[src/hw/rtl/tktr_pkg.sv]
// Shared types and constants for the dual top-k score tracker.
// No dependencies.
`default_nettype none
package tktr_pkg;
  localparam int CAPACITY     = 16;
  localparam int PAYLOAD_BITS = 64;
  localparam int IDX_W        = (CAPACITY > 1) ? $clog2(CAPACITY) : 1;
  localparam int FILL_W       = $clog2(CAPACITY + 1);
  localparam int ADDR_W       = IDX_W + 1;
  localparam int RAM_DEPTH    = 2 ** ADDR_W;
  localparam int KEEP_W       = 5;
  localparam int THR_W        = 20;
  localparam int RANK_W       = 4;
  localparam int CFG_IDX_W    = 2;
  localparam int CFG_DATA_W   = 20;

  localparam logic [CFG_IDX_W-1:0] REG_KEEP_COUNT = CFG_IDX_W'(0);
  localparam logic [CFG_IDX_W-1:0] REG_COV_THRESH = CFG_IDX_W'(1);

  localparam logic OP_OFFER = 1'b0;
  localparam logic OP_DRAIN = 1'b1;

  typedef struct packed {
    logic        op;
    logic [31:0] score_value;
    logic [19:0] coverage;
    logic [63:0] solution_word;
  } in_t;

  typedef struct packed {
    logic              table_id;
    logic [RANK_W-1:0] rank;
    logic [31:0]       out_score;
    logic [63:0]       out_solution;
    logic              last;
  } out_t;

  typedef struct packed {
    logic [31:0]             score;
    logic [PAYLOAD_BITS-1:0] sol;
  } entry_t;

  localparam int ENTRY_W = $bits(entry_t);

  typedef struct packed {
    logic             clear;
    logic             valid;
    logic             skip;
    logic             find_max;
    logic [IDX_W-1:0] idx;
  } scan_ctl_t;

  typedef struct packed {
    entry_t           entry;
    logic [IDX_W-1:0] idx;
    logic             have;
  } scan_res_t;

  function automatic logic pair_less(entry_t a, entry_t b);
    return (a.score < b.score) || ((a.score == b.score) && (a.sol < b.sol));
  endfunction
endpackage
`default_nettype wire

[src/hw/rtl/tktr_ram.sv]
// Generic single-port-write, registered-read RAM.
// No dependencies.
`default_nettype none
module tktr_ram #(
  parameter int WIDTH = 8,
  parameter int DEPTH = 16
) (
  input  wire logic                     clk,
  input  wire logic                     we,
  input  wire logic [$clog2(DEPTH)-1:0] waddr,
  input  wire logic [WIDTH-1:0]         wdata,
  input  wire logic [$clog2(DEPTH)-1:0] raddr,
  output logic      [WIDTH-1:0]         rdata
);
  logic [WIDTH-1:0] mem [DEPTH];

  always_ff @(posedge clk) begin
    if (we) begin
      mem[waddr] <= wdata;
    end
    rdata <= mem[raddr];
  end
endmodule
`default_nettype wire

[src/hw/rtl/tktr_scan.sv]
// Running min/max search over entries streamed out of the table RAM.
// Depends on tktr_pkg.
`default_nettype none
module tktr_scan (
  input  wire logic                clk,
  input  wire tktr_pkg::scan_ctl_t ctl,
  input  wire tktr_pkg::entry_t    data,
  output tktr_pkg::scan_res_t      res
);
  import tktr_pkg::*;

  logic better;

  always_comb begin
    if (ctl.find_max) begin
      better = pair_less(res.entry, data);
    end else begin
      better = pair_less(data, res.entry);
    end
  end

  always_ff @(posedge clk) begin
    if (ctl.clear) begin
      res.have <= 1'b0;
    end else if (ctl.valid && !ctl.skip && (!res.have || better)) begin
      res.have  <= 1'b1;
      res.entry <= data;
      res.idx   <= ctl.idx;
    end
  end
endmodule
`default_nettype wire

[src/hw/rtl/dual_top_k_score_tracker.sv]
// Dual top-k score tracker: top level, sequencer and output register.
// Offer: appended directly when a table has room, else a scan of that table finds
// its minimum to replace. Drain: each emitted beat follows a one-read-per-cycle
// scan of the shared table RAM (selection over the entries not yet emitted).
// One item at a time; in_stall is high while an item is in progress.
// Reset (rst, synchronous): both tables empty, keep_count = 16, threshold = 0.
`default_nettype none
module dual_top_k_score_tracker (
  input  wire logic                          clk,
  input  wire logic                          rst,
  input  wire logic                          in_valid,
  output logic                               in_stall,
  input  wire tktr_pkg::in_t                 in_data,
  output logic                               out_valid,
  input  wire logic                          out_stall,
  output tktr_pkg::out_t                     out_data,
  input  wire logic                          cfg_we,
  input  wire logic [tktr_pkg::CFG_IDX_W-1:0]  cfg_index,
  input  wire logic [tktr_pkg::CFG_DATA_W-1:0] cfg_data
);
  import tktr_pkg::*;

  typedef enum logic [1:0] {
    S_IDLE,
    S_START,   // evaluate current table: direct insert, scan, or finish
    S_SCAN,    // stream table entries through the search unit
    S_FINISH   // offer: replace min if new score is higher; drain: emit best beat
  } state_t;

  state_t state;

  // config
  logic [KEEP_W-1:0] keep_count;
  logic [THR_W-1:0]  coverage_threshold;

  // held item
  in_t item;

  // table bookkeeping; table 0 is regular, table 1 filtered
  logic [FILL_W-1:0]   fill [2];
  logic [CAPACITY-1:0] used [2];
  logic                tbl;
  logic [FILL_W-1:0]   rank;

  // scan sequencing: ic issues reads, pv/pidx tag the data returned in the next cycle
  logic [FILL_W-1:0] ic;
  logic              pv;
  logic [IDX_W-1:0]  pidx;

  logic [FILL_W-1:0] keep_eff;
  logic [FILL_W-1:0] n;
  logic              is_drain;
  logic              out_free;
  logic              last_beat;
  logic              filt_take;

  logic              ram_we;
  logic [ADDR_W-1:0] ram_waddr;
  entry_t            ram_wdata;
  logic [ADDR_W-1:0] ram_raddr;
  entry_t            ram_rdata;
  entry_t            new_entry;

  scan_ctl_t scan_ctl;
  scan_res_t scan_res;

  assign keep_eff  = (32'(keep_count) > CAPACITY) ? FILL_W'(CAPACITY) : FILL_W'(keep_count);
  assign n         = fill[tbl];
  assign is_drain  = (item.op == OP_DRAIN);
  assign out_free  = !out_valid || !out_stall;
  assign filt_take = (item.coverage > coverage_threshold);
  assign in_stall  = (state != S_IDLE);
  // final beat of the whole drain: last of the filtered table, or last of the
  // regular table when the filtered one is empty
  assign last_beat = (rank == n - FILL_W'(1)) && (tbl || (fill[1] == '0));

  assign new_entry.score = item.score_value;
  assign new_entry.sol   = item.solution_word[PAYLOAD_BITS-1:0];

  // RAM write: append when there is room, or replace the located minimum
  always_comb begin
    ram_we    = 1'b0;
    ram_waddr = {tbl, n[IDX_W-1:0]};
    ram_wdata = new_entry;
    if (state == S_START && !is_drain && keep_eff != '0 && n < keep_eff) begin
      ram_we = 1'b1;
    end else if (state == S_FINISH && !is_drain &&
                 item.score_value > scan_res.entry.score) begin
      ram_we    = 1'b1;
      ram_waddr = {tbl, scan_res.idx};
    end
  end

  assign ram_raddr = {tbl, ic[IDX_W-1:0]};

  always_comb begin
    scan_ctl.clear    = (state != S_SCAN);
    scan_ctl.valid    = pv;
    scan_ctl.skip     = is_drain && used[tbl][pidx];
    scan_ctl.find_max = is_drain;
    scan_ctl.idx      = pidx;
  end

  tktr_ram #(
    .WIDTH (ENTRY_W),
    .DEPTH (RAM_DEPTH)
  ) u_ram (
    .clk   (clk),
    .we    (ram_we),
    .waddr (ram_waddr),
    .wdata (ram_wdata),
    .raddr (ram_raddr),
    .rdata (ram_rdata)
  );

  tktr_scan u_scan (
    .clk  (clk),
    .ctl  (scan_ctl),
    .data (ram_rdata),
    .res  (scan_res)
  );

  // config writes; unknown indexes are dropped
  always_ff @(posedge clk) begin
    if (rst) begin
      keep_count         <= KEEP_W'(16);
      coverage_threshold <= '0;
    end else if (cfg_we) begin
      case (cfg_index)
        REG_KEEP_COUNT: keep_count         <= cfg_data[KEEP_W-1:0];
        REG_COV_THRESH: coverage_threshold <= cfg_data[THR_W-1:0];
        default: ;
      endcase
    end
  end

  always_ff @(posedge clk) begin
    if (rst) begin
      state     <= S_IDLE;
      fill[0]   <= '0;
      fill[1]   <= '0;
      used[0]   <= '0;
      used[1]   <= '0;
      out_valid <= 1'b0;
      tbl       <= 1'b0;
      rank      <= '0;
      ic        <= '0;
      pv        <= 1'b0;
    end else begin
      // drop valid on acceptance unless a new drain beat loads this cycle
      if (out_valid && !out_stall && !(state == S_FINISH && is_drain)) begin
        out_valid <= 1'b0;
      end
      case (state)
        S_IDLE: begin
          if (in_valid) begin
            item  <= in_data;
            tbl   <= 1'b0;
            rank  <= '0;
            state <= S_START;
          end
        end
        S_START: begin
          ic <= '0;
          pv <= 1'b0;
          if (is_drain) begin
            if (rank == n) begin
              fill[tbl] <= '0;
              used[tbl] <= '0;
              rank      <= '0;
              if (!tbl) begin
                tbl <= 1'b1;
              end else begin
                state <= S_IDLE;
              end
            end else begin
              state <= S_SCAN;
            end
          end else if (keep_eff == '0) begin
            state <= S_IDLE;
          end else if (n < keep_eff) begin
            fill[tbl] <= n + FILL_W'(1);
            if (!tbl && filt_take) begin
              tbl <= 1'b1;
            end else begin
              state <= S_IDLE;
            end
          end else if (n == '0) begin
            if (!tbl && filt_take) begin
              tbl <= 1'b1;
            end else begin
              state <= S_IDLE;
            end
          end else begin
            state <= S_SCAN;
          end
        end
        S_SCAN: begin
          pv   <= (ic < n);
          pidx <= ic[IDX_W-1:0];
          if (ic < n) begin
            ic <= ic + FILL_W'(1);
          end
          if (ic == n && !pv) begin
            state <= S_FINISH;
          end
        end
        S_FINISH: begin
          if (!is_drain) begin
            if (!tbl && filt_take) begin
              tbl   <= 1'b1;
              state <= S_START;
            end else begin
              state <= S_IDLE;
            end
          end else if (out_free) begin
            out_valid             <= 1'b1;
            out_data.table_id     <= tbl;
            out_data.rank         <= RANK_W'(rank);
            out_data.out_score    <= scan_res.entry.score;
            out_data.out_solution <= 64'(scan_res.entry.sol);
            out_data.last         <= last_beat;
            used[tbl][scan_res.idx] <= 1'b1;
            rank                  <= rank + FILL_W'(1);
            state                 <= S_START;
          end
        end
        default: state <= S_IDLE;
      endcase
    end
  end
endmodule
`default_nettype wire
[config.mk]
export PLATFORM = sky130hd
export DESIGN_NAME = dual_top_k_score_tracker
export DESIGN_NICKNAME = d
export VERILOG_FILES = /design/src/hw/rtl/tktr_pkg.sv /design/src/hw/rtl/tktr_ram.sv /design/src/hw/rtl/tktr_scan.sv /design/src/hw/rtl/dual_top_k_score_tracker.sv
export SDC_FILE = /design/constraint.sdc
export NUM_CORES = 2
export LEC_CHECK = 0
export BUFFER_PORTS_ARGS = -buffer_cell sky130_fd_sc_hd__buf_2
export CAP_MARGIN = 20
export CORE_ASPECT_RATIO = 0.75
export CORE_MARGIN = 2
export CORE_UTILIZATION = 50
export CTS_CLUSTER_DIAMETER = 40
export CTS_CLUSTER_SIZE = 12
export DETAILED_ROUTE_END_ITERATION = 7
export PLACE_DENSITY = 0.66
export SYNTH_ARGS = -nofsm -noshare
export SYNTH_HDL_FRONTEND = slang
export SYNTH_SLANG_ARGS = --single-unit
[constraint.sdc]
create_clock -name clk -period 30.8 [get_ports clk]
set_input_delay 0 -clock clk [delete_from_list [all_inputs] [get_ports clk]]
set_output_delay 0 -clock clk [all_outputs]
set_load 0.01 [all_outputs]
=== Yosys cells after proc, flatten, opt, wreduce, memory -nomap -nowiden ===
Memories as Yosys holds them, arrays and structs flattened. A register that Yosys moved wholly into a read port is not among the register bits.
Index checks and enable logic that the tools add are counted.

* Bits in registers: 364
* Memory bits (writable): 3114
* Input bits: 144
* Memories kept: 3

* Add/sub/neg operators: 4
* Magnitude comparators: 12
* Equality and inequality tests: 23
* Mux-type cells: 92
* Bitwise logic cells: 19
* Reduce and logical (&&, ||, !) cells: 51

{| class="wikitable"
|+ Memory list
! memory !! depth !! bits a word !! read ports !! clocked after memory_dff !! wr ports !! RTL line !! source
|-
| u_ram.mem || 32 || 96 || 1 || 1 || 1 || tktr_ram.sv:15 || <nowiki>logic [WIDTH-1:0] mem [DEPTH];</nowiki>
|-
| used || 2 || 16 || 1 || 1 || 2 || dual_top_k_score_tracker.sv:41 || <nowiki>logic [CAPACITY-1:0] used [2];</nowiki>
|-
| fill || 2 || 5 || 2 || 1 || 2 || dual_top_k_score_tracker.sv:40 || <nowiki>logic [FILL_W-1:0] fill [2];</nowiki>
|}

{| class="wikitable"
|+ Operators by type and width
! kind !! number
|-
| $lt A64 B64 Y1 || 2
|-
| $eq A32 B32 Y1 || 2
|-
| $lt A32 B32 Y1 || 2
|-
| $mux W1 || 60
|-
| $mux W16 || 3
|-
| $mux W5 || 9
|-
| $gt A32 B32 Y1 || 1
|-
| $mux W2 || 11
|-
| $gt A20 B20 Y1 || 1
|-
| $logic_and A1 B1 Y1 || 17
|-
| $or A1 B1 Y1 || 17
|-
| $ne A2 B2 Y1 const B || 8
|-
| $reduce_or A16 Y1 || 1
|-
| $add A5 B1 Y5 const B || 3
|-
| $eq A5 B5 Y1 || 3
|-
| $logic_not A5 Y1 || 3
|-
| $pmux W5 S3 || 1
|-
| $reduce_and A6 Y1 || 2
|-
| $lt A4 B5 Y1 const B || 2
|-
| $lt A5 B5 Y1 || 2
|-
| $pmux W5 S2 || 1
|-
| $reduce_and A2 Y1 || 5
|-
| $logic_not A1 Y1 || 8
|-
| $mux W4 || 2
|-
| other kinds (24) || 35
|}

=== Logic depth before layout (Yosys ltp) ===
* Word-level depth: 12
* Mapped depth: 12

=== Hierarchy ===
From an unflattened synthesis, not the netlist that was laid out.

* Cells, all modules: 6966
* Area, all modules: 136702.4 µm²

{| class="wikitable"
|+ Modules (own cells, without submodules)
! module !! instances !! cells each !! area an instance (µm²)
|-
| tktr_ram || 1 || 5604 || 118492.4
|-
| dual_top_k_score_tracker || 1 || 907 || 12678.4
|-
| tktr_scan || 1 || 455 || 5531.6
|}

=== Worst setup path after synthesis ===
Ideal clock, no wire load.

* Path type: flip-flop to flip-flop
* From: register with a tool-made name
* To: memory u_ram.mem[28][0] in the netlist's numbering, enable pin
* Data arrival time: 9.876 ns
* Data required time: 30.103 ns
* Setup slack: 20.227 ns
* Stages on the path, launching flop included: 13
* Buffers on the path: 2
* Path through: dfxtp_1 buf_6 buf_12 mux2i_2 inv_1 ha_1 o2111ai_1 a31oi_2 a2111oi_4 a2111oi_4 o31ai_2 or3_1 o32ai_1

{| class="wikitable"
|+ RTL lines
! element !! RTL line
|-
| to (decl) || tktr_ram.sv:15
|}

==> flow_summary.yaml <==
layout:
  fin_nets: 7241
  n_fill_cell: 18722
  fin_cells: 10843
  layout-drive-gt1-share: 0.2864
  final_area_um2: 160300
  area_growth_pct: 17.68
sta:
  setup_viol: 0
  whs_ns: 0.1788
  rsz0062_at_grt: "false"
  worst_pin_slew_ns: 1.195
  max_freq_mhz: 147.9
  setup-tns-final_ns: 0
  slew_violations: 0
  post-route-period-util: 0.2195
  slew_headroom: 0.2032
  final_hold_viol_count: 0
  period_minus_slack_ns: 6.761
  skew_ns: 0.05891
synthesis:
  async_reset_ff_frac: 0
  syn-num-nets: 6348
  synth-seq-area-share: 0.7778
  syn_avg_cell_area_um2: 22.56
  synth_cells: 6039
  synthFlopType: "edfxtp_1"
  synth-warning-count: 0
  syn-cell-area_um2: 136200
  synth.distinct_cells: 74
  ys_ff_latch: 3575
  synth_edf_count: 3437
clock_tree:
  clkLatencyLatePin_ns: 0.93
  cts_resized: 0
  cts_root_buffer: "clkbuf_16"
  tritoncts.num_buffers: 413
  cts_sinks: 3575
  post_cts_buffers: 0
  clock_path_buffers: 4
  clkTransAtPathRegs_ns: 0.06
  cts_tree: "built"
  holdBufCountCts: 320
  htreeDepth: 5
setup_path:
  cp-start-kind: "flip-flop"
  end_kind: "flip-flop"
  arrival_ns: 7.26
  cp_cell_sequence: "mux2i_4 > inv_1 > ha_1 > a21o_1 > a21o_1 > a2111oi_4 > a2111oi_4 > o31ai_2 > mux2i_1 > and2_4 > buf_4 > buf_4"
  critPathSlowestCell: "dfxtp_1"
  critPathKind: "flip-flop to flip-flop"
  rrSetupSlack_ns: 24.04
  crit_fanout: 41
  critPathMaxStageDelay_ns: 1.00
  cp.required_ns: 31.30
status:
  violations: "design-rule violations"
  status: "finished, violations left"
global_route:
  grt_max_degree: 133
  track_usage: 0.2514
  grt_pass1_wl_um: 496700
  antenna_found_initial: 15
  grt_pass1_vias: 67201
  grt.overflow.total: 0
routing:
  drt_iter0_drc: 9349
  routed_wl_um: 347400
  vias: 67446
  first_pass_iters: 8
  drc: 1
  ant_nets: 0
  vias_per_cell: 6.220
  wl_per_cell_um: 32.04
placed_design:
  dpl_cell_area_um2: 142300
  gp_congestion: 0.8541
  place_hpwl_um: 190900
  io_buffers: 247
  dp.cells: 9741
power:
  ir_drop_mv: 0.04907
  cellLeakagePower_nw: 51.19
  powerDensity_nw_per_um2: 67.69
  p_total_mw: 10.85
floorplanning:
  die_w_um: 606.8
  initial_core_util: 0.5042
  io_pins: 248
  row_count: 165
  die_y_um: 456.1
  die_area_um2: 276700
  coreArea_um2: 270200
hold_path:
  hold_path_class: "input pin to flip-flop"
job:
  maxCapViolCount: 0
kinds of logic after synthesis:
logic type / synth area share
flip-flops: 0.7778
multiplexers: 0.1622
AND/OR/NAND/NOR: 0.02099
buffers and inverters: 0.01157
AO/OA/AOI/OAI: 0.01154
adder cells (fa/ha/maj): 0.01515
XOR/XNOR: 0.0006980
Yosys cell counts (4+ instances only):
| cell | n | share of area |
|---|---|---|
| nor3_1 | 16 | 0.00059 |
| xnor2_1 | 8 | 0.00051 |
| o211ai_1 | 5 | 0.00028 |
| o21ai_0 | 45 | 0.0017 |
| o32ai_1 | 4 | 0.00026 |
| o21a_1 | 4 | 0.00022 |
| nor2_1 | 66 | 0.0018 |
| mux2i_1 | 13 | 0.00096 |
| a221oi_1 | 5 | 0.00032 |
| and2_1 | 34 | 0.0016 |
| a21oi_1 | 110 | 0.0040 |
| nand3_1 | 28 | 0.0010 |
| nor4_1 | 10 | 0.00046 |
| nand2_1 | 395 | 0.011 |
| mux4_1 | 6 | 0.0012 |
| nor2b_1 | 15 | 0.00069 |
| and3_1 | 5 | 0.00023 |
| edfxtp_1 | 3437 | 0.76 |
| buf_1 | 73 | 0.0020 |
| clkbuf_1 | 182 | 0.0050 |
| ha_1 | 165 | 0.015 |
| nand2b_1 | 7 | 0.00032 |
| and4_1 | 7 | 0.00045 |
| o311ai_0 | 4 | 0.00026 |
| or3_1 | 6 | 0.00028 |
| buf_2 | 11 | 0.00040 |
| o31ai_1 | 4 | 0.00022 |
| inv_1 | 141 | 0.0039 |
| a21o_1 | 30 | 0.0017 |
| dfxtp_1 | 138 | 0.020 |
| nand4_1 | 31 | 0.0014 |
| a211oi_1 | 5 | 0.00028 |
| mux4_2 | 964 | 0.16 |
flip-flops by register name, indices dropped and copies added (netlist names), named ones only:
register,cells
coverage_threshold,20
ic,5
pv,1
out_data,102
is_drain,1
item,116
used,32
out_valid,1
keep_count,5
u_scan.res,101
tbl,1
u_ram.rdata,96
u_ram.mem,3072
state,1
rank,5
pidx,4
fill,10
cell usage in the layout (no fill, tap or decap), types with 32 or more instances in the layout:
cell	synthesis	final
clkinv_2	0	49
inv_1	141	139
bufinv_16	0	49
dfxtp_1	138	133
o21ai_0	45	45
nand2_1	395	394
buf_2	11	248
mux4_2	964	964
clkinv_1	0	32
clkbuf_16	0	421
clkinvlp_4	0	32
a21oi_1	110	110
edfxtp_1	3437	3437
dlygate4sd3_1	0	320
nor2_1	66	66
buf_4	0	123
clkbuf_1	182	79
ha_1	165	165
buf_16	0	37
critical path, delay by kind of cell (launching register included):
kind / cells / cell delay, ns
adder cells (fa/ha/maj): 1 / 0.25
flip-flops: 1 / 1.00
AND/OR/NAND/NOR: 1 / 0.65
buffers and inverters: 3 / 1.75
AO/OA/AOI/OAI: 5 / 1.35
multiplexers: 2 / 1.26
per-stage QoR:
step / setup slack, ns / utilization
floorplan: 20.23 / -
global placement: 24.33 / 0.5260
detailed placement: 24.09 / 0.5265
CTS: 24.04 / 0.5891
global route: 23.75 / 0.5933
finish: 24.04 / 0.5933
worst paths after layout:
kind,start,endpoint,depth (start not counted)
worst max-delay path,flip-flop,u_ram.mem[24][0]$_DFFE_PP_,12
worst min-delay path,cfg_we,coverage_threshold[4]$_SDFFE_PP0P_,4
worst max register to register,flip-flop,u_ram.mem[24][0]$_DFFE_PP_,12
worst min register to register,u_ram.rdata[75]$_DFF_P_,u_scan.res[80]$_DFFE_PP_,0
where the power goes:
group,internal (mW),switching (mW),leakage [nW]
Sequential,5.41,0.0744,32.1
Combinational,0.182,0.282,12.4
Clock,2.97,1.93,6.62
layout make-up:
cell class,instances,area [um^2],share of cell area
Sequential cell,3575,106000,0.6611
Multi-Input combinational cell,2054,28870,0.1801
Clock buffer,523,11150,0.06953
Timing Repair Buffer,746,6701,0.04180
Tap cell,3590,4492,0.02802
Clock inverter,206,2565,0.01600
Inverter,142,545.5,0.003402
Antenna cell,7,17.52,0.0001093
layer usage:
| metal | track usage | wire length, um | up-vias |
|---|---|---|---|
| met4 | 0.06127 | 8464 | 4 |
| met2 | 0.3918 | 164500 | 3514 |
| met3 | 0.03988 | 30050 | 512 |
| li1 | - | - | 27119 |
| met1 | 0.3763 | 144400 | 36297 |
| met5 | 0 | 22 | - |
Note: power is estimated with default switching activity, not from simulation.
